$ cat config.mk
export PLATFORM = sky130hd
export DESIGN_NAME = dpq_cell
export DESIGN_NICKNAME = d
export VERILOG_FILES = /design/src/rtl/dpq_pkg.sv /design/src/rtl/dpq_cell.sv
export SDC_FILE = /design/constraint.sdc
export NUM_CORES = 1
export LEC_CHECK = 0
export BUFFER_PORTS_ARGS = -buffer_cell sky130_fd_sc_hd__buf_2
export CAP_MARGIN = 15
export CORE_ASPECT_RATIO = 0.8
export CORE_MARGIN = 5
export CORE_UTILIZATION = 45
export CTS_CLUSTER_SIZE = 24
export DETAILED_ROUTE_END_ITERATION = 16
export PLACE_DENSITY_LB_ADDON = 0.2
export SYNTH_ARGS = -nofsm -noshare
export SYNTH_HDL_FRONTEND = slang
export SYNTH_SLANG_ARGS = --single-unit
$ cat constraint.sdc
create_clock -name clock -period 5.65 [get_ports clock]
set_clock_uncertainty 0.2 [all_clocks]
set_input_delay 0.2825 -clock clock [delete_from_list [all_inputs] [get_ports clock]]
set_output_delay 0.2825 -clock clock [all_outputs]
set_load 0.01 [all_outputs]
$ cat src/rtl/dpq_pkg.sv
package dpq_pkg;

   // Number of values the queue can hold, and the widths that follow from it.
   localparam int CAPACITY = 256;
   localparam int COUNT_WIDTH = $clog2(CAPACITY + 1);
   localparam int VALUE_WIDTH = 32;
   localparam int ENTRY_COUNT_WIDTH = 9;
   localparam int OPERATION_WIDTH = 2;

   // Operation codes carried on req_operation; the fourth code does nothing.
   typedef enum logic [OPERATION_WIDTH-1:0] {
      OP_INSERT     = 2'd0,
      OP_DELETE_MAX = 2'd1,
      OP_DELETE_MIN = 2'd2
   } op_type;

   // Decoded command broadcast to every cell of the chain.
   typedef struct packed {
      logic                          insert;
      logic                          delete_max;
      logic                          delete_min;
      logic signed [VALUE_WIDTH-1:0] value;
   } cmd_type;

   // What one cell shows to its neighbours. The ascending chain keeps the
   // smallest value in cell 0, the descending chain keeps the largest there.
   typedef struct packed {
      logic                          valid;
      logic                          asc_move;
      logic                          desc_move;
      logic signed [VALUE_WIDTH-1:0] asc_value;
      logic signed [VALUE_WIDTH-1:0] desc_value;
   } link_type;

endpackage

$ cat src/rtl/dpq_cell.sv
module dpq_cell (
   input  logic              clock,
   input  logic              reset,
   input  dpq_pkg::cmd_type  cmd,
   input  dpq_pkg::link_type link_lo,
   input  dpq_pkg::link_type link_hi,
   output dpq_pkg::link_type link_out
);

   logic                                   valid_ff;
   logic                                   valid_in;
   logic signed [dpq_pkg::VALUE_WIDTH-1:0] asc_ff;
   logic signed [dpq_pkg::VALUE_WIDTH-1:0] asc_in;
   logic signed [dpq_pkg::VALUE_WIDTH-1:0] desc_ff;
   logic signed [dpq_pkg::VALUE_WIDTH-1:0] desc_in;
   logic                                   asc_move;
   logic                                   desc_move;

   // An empty cell counts as beyond every value, so an insert always lands
   // at the first empty cell when no held value has to move.
   always_comb begin
      asc_move  = !valid_ff || ($signed(asc_ff) > $signed(cmd.value));
      desc_move = !valid_ff || ($signed(desc_ff) < $signed(cmd.value));
   end

   // Next contents: on insert, cells that move take their lower neighbour's
   // value and the lowest moving cell takes the new value; on delete, one
   // chain shifts down by one while the other simply loses its top entry.
   always_comb begin
      valid_in = valid_ff;
      asc_in   = asc_ff;
      desc_in  = desc_ff;
      if (cmd.insert) begin
         valid_in = link_lo.valid;
         if (asc_move) begin
            asc_in = link_lo.asc_move ? link_lo.asc_value : cmd.value;
         end
         if (desc_move) begin
            desc_in = link_lo.desc_move ? link_lo.desc_value : cmd.value;
         end
      end else if (cmd.delete_min) begin
         valid_in = link_hi.valid;
         asc_in   = link_hi.asc_value;
      end else if (cmd.delete_max) begin
         valid_in = link_hi.valid;
         desc_in  = link_hi.desc_value;
      end
   end

   // The occupancy bit is control state; the values need no reset.
   always_ff @(posedge clock) begin
      if (reset) begin
         valid_ff <= 1'b0;
      end else begin
         valid_ff <= valid_in;
      end
   end

   always_ff @(posedge clock) begin
      asc_ff  <= asc_in;
      desc_ff <= desc_in;
   end

   always_comb begin
      link_out.valid      = valid_ff;
      link_out.asc_move   = asc_move;
      link_out.desc_move  = desc_move;
      link_out.asc_value  = asc_ff;
      link_out.desc_value = desc_ff;
   end

endmodule

==> summary.md <==
| Metric | Value |
|---|---|
| PnR Total Power | 1560 µW |
| Fin nets | 949 |
| N_diodes | 0 |
| Clk sinks | 65 |
| Max-cap viol count | 0 |
| I/O Pins | 238 |
| Syn Nets | 726 |
| Cell family with most CP delay | simple AND/OR/NAND/NOR gates |
| CP max FO | 32 |
| Starting Density | 46.7% |
| Finished Cell Area | 0.00639 mm² |
| Critical path endpoint | asc_ff[23] |
| Slew Viols, Final | 0 |
| Total grt overflow | 0 |
| Routed vias | 4532 |
| Num rows | 33 |
| Cell area after placement | 0.00609 mm² |
| First-pass GRT wire length | 23.3 mm |
| Unique masters post-synth | 37 |
| CP Data Arrival Time | 3.05 ns |
| Max stage delay on crit path | 0.80 ns |
| DP HPWL | 11.7 mm |
| # DRC | 0 |
| Worst skew pair latency | 0.32 ns |
| Crit path depth | 6 |
| Largest net degree at the start of global routing | 75 |
| Slowest cell on crit path | nor2_4 |
| Final Cycle Share | 58.6% |
| Via density | 5.27 |
| Clock buffer depth | 2 |
| #FFs+latches synth | 65 |
| Ys Warns | 0 |
| Chip Width | 126 µm |
| Final Wtd Congestion | 0.864 |
| Post-synthesis cell area | 0.00484 mm² |
| Share of layout cells above drive strength 1 | 35.1% |
| Die height | 103 µm |
| Final Setup Violations | 0 |
| Post-layout util | 61.7% |
| Resize count post-CTS | 0 |
| CP startpoint | asc_ff[31] |
| Worst-path cell chain | ha_1 -> nand4_1 -> nor4_1 -> nor3b_1 -> a211oi_1 -> nor2_4 |
| Reg2reg end | asc_ff[23] |
| Leakage | 0.00316 µW |
| PortBufs | 235 |
| Number of fill cells | 878 |
| Hold Vio Cnt, Final | 0 |
| Worst Setup End Kind | register |
| DRT iter0 DRCs | 236 |
| Max Fclk | 302 MHz |
| Kind of critical path | reg -> reg |
| Buf+Inv Stages, Crit Path | 0 |
| Startpoint type of the worst setup path | register |
| Area leader, netlist | edfxtp_1 |
| Avg Inst Size Synth | 9.83 µm² |
| Post-synth top area share | 39.7% |
| Global Route Usage Sum | 22.5% |
| Vias in the first global route | 4817 |
| Reg-to-Reg Start | asc_ff[31] |
| DR pass1 iterations | 4 |
| Flop2flop setup slack | 2.34 ns |
| Critical Path RT | 5.39 ns |
| Core Area | 0.0104 mm² |
| Initial antenna violation count | 0 |
| Commonest non-fill, non-tap cell in the layout | buf_2 |
| Worst hold-check path type | in -> reg |
| Slew HR | 28.6% |
| CTS tree | yes |
| Area Growth Syn to Fin | 32.2% |
| Final min period | 3.31 ns |
| Most frequent cells in the layout | 234 x buf_2, 89 x a21oi_1, 70 x nor2_1, 64 x mux2i_1, 64 x edfxtp_1 |
| CTS Buf Count | 9 |
| Die area | 0.0129 mm² |
| Syn Inst Count | 492 |
| Worst vdd ir | 0.000148 V |
| Outcome | complete, no violations |
| Pwr Density | 244 mW/mm² |
| Seq/Total Area, Yosys | 40.2% |
| Slew @ Worst Pin | 1.07 ns |
| Routed Antenna Nets | 0 |
| Setup_tns | 0 ns |
| Top post-synthesis cells by area | edfxtp_1 40%, ha_1 16%, mux2i_1 13%, a21oi_1 9.2%, nor2_1 5.5% |
| H-Tree Level Count | 3 |
| Final WL | 14.6 mm |
| R2R cell count | 6 |
| Avg WL per Cell | 17.0 µm |
| CTS root buffer | clkbuf_16 |
| Unrepaired setup endpoints after global routing | false |
| Clock Pin Slew Worst Setup and Hold Paths | 0.05 ns |
power breakdown:
part / internal (µW) / total, µW / switching (µW)
Combinational: 179 / 406 / 227
Sequential: 594 / 623 / 28.7
Clock: 339 / 534 / 195
routing by layer:
metal | GRT usage, % | part of all wire (%)
met1 | 28.2 | 44
met2 | 38.3 | 47
met3 | 6.99 | 8.5
met4 | 5.85 | 1.5
met5 | 0 | 0
tightest hold or removal path: cells and delay by family:
family	cells	cell delay, ns
and+or+nand+nor	1	0.03
AOI/OAI and AO/OA	1	0.09
buffers and inverters	1	0.08
synth_stat cells:
cell type  count
a2111o_1       1
a2111oi_2      1
a211oi_1       3
a21o_1         5
a21oi_1       89
a221oi_1       2
a221oi_2       2
a31o_1         1
and2_1         2
and4_1         1
buf_1          5
buf_2          4
buf_4          3
clkbuf_1      14
dfxtp_1        1
edfxtp_1      64
ha_1          63
inv_1         37
mux2i_1       64
nand2_1       14
nand2b_1       1
nand3_1        4
nand4_1       10
nand4bb_1      1
nor2_1        71
nor2b_1        2
nor3_1         3
nor3b_1        2
nor4_1         3
o2111ai_1      1
o211ai_1       4
o21ai_0        8
o22ai_1        2
o31a_1         1
o32ai_1        1
or3_1          1
or4_1          1
state kept, by name (all words and copies together), names as in the netlist:
signal	flops
desc_ff	32
valid_ff	1
asc_ff	32
worst min path at each step:
stage / startpoint / to / cells after the start
after global routing: link_hi[17] / desc_ff[17] / 3
final: link_hi[44] / asc_ff[12] / 3
after floorplan: reset / valid_ff / 1
after global placement: reset / valid_ff / 2
after detailed placement: reset / valid_ff / 2
after CTS: link_hi[16] / desc_ff[16] / 3
timing repair:
| action | CTS | global route |
|---|---|---|
| hold buffers | 2 | 0 |
| setup buffers | 0 | 0 |
| hold endpoints to repair | 1 | 0 |
stage by stage:
stage | worst slack (ns) | hold slack (ns) | cells
floorplan | 2.03 | 0.155 | 492
global placement | 2.28 | 0.245 | 842
detailed placement | 2.22 | 0.249 | 842
CTS | 2.26 | 0.0677 | 860
global route | 2.01 | 0.0769 | 860
finish | 2.34 | 0.0810 | 860
layout make-up:
class / count / area, µm² / share of cell area, %
clock buffers: 12 / 236 / 3.70
clock inverters: 4 / 43.8 / 0.685
inverters: 37 / 139 / 2.17
multi-input cells: 364 / 2650 / 41.4
flip-flops and latches: 65 / 1940 / 30.4
well taps: 140 / 175 / 2.74
repair buffers: 238 / 1210 / 18.9
logic make-up (layout without fill, tap and decap cells):
group	Yosys count	after routing	share of synthesized area (%)
AND/OR/NAND/NOR	116	116	10.7
adder cells (fa/ha/maj)	63	63	16.3
multiplexers	64	64	13.2
buffers and inverters	63	291	5.23
flip-flops	65	65	40.2
AO/OA/AOI/OAI	121	121	14.4
(Power assumes the default switching activity.)
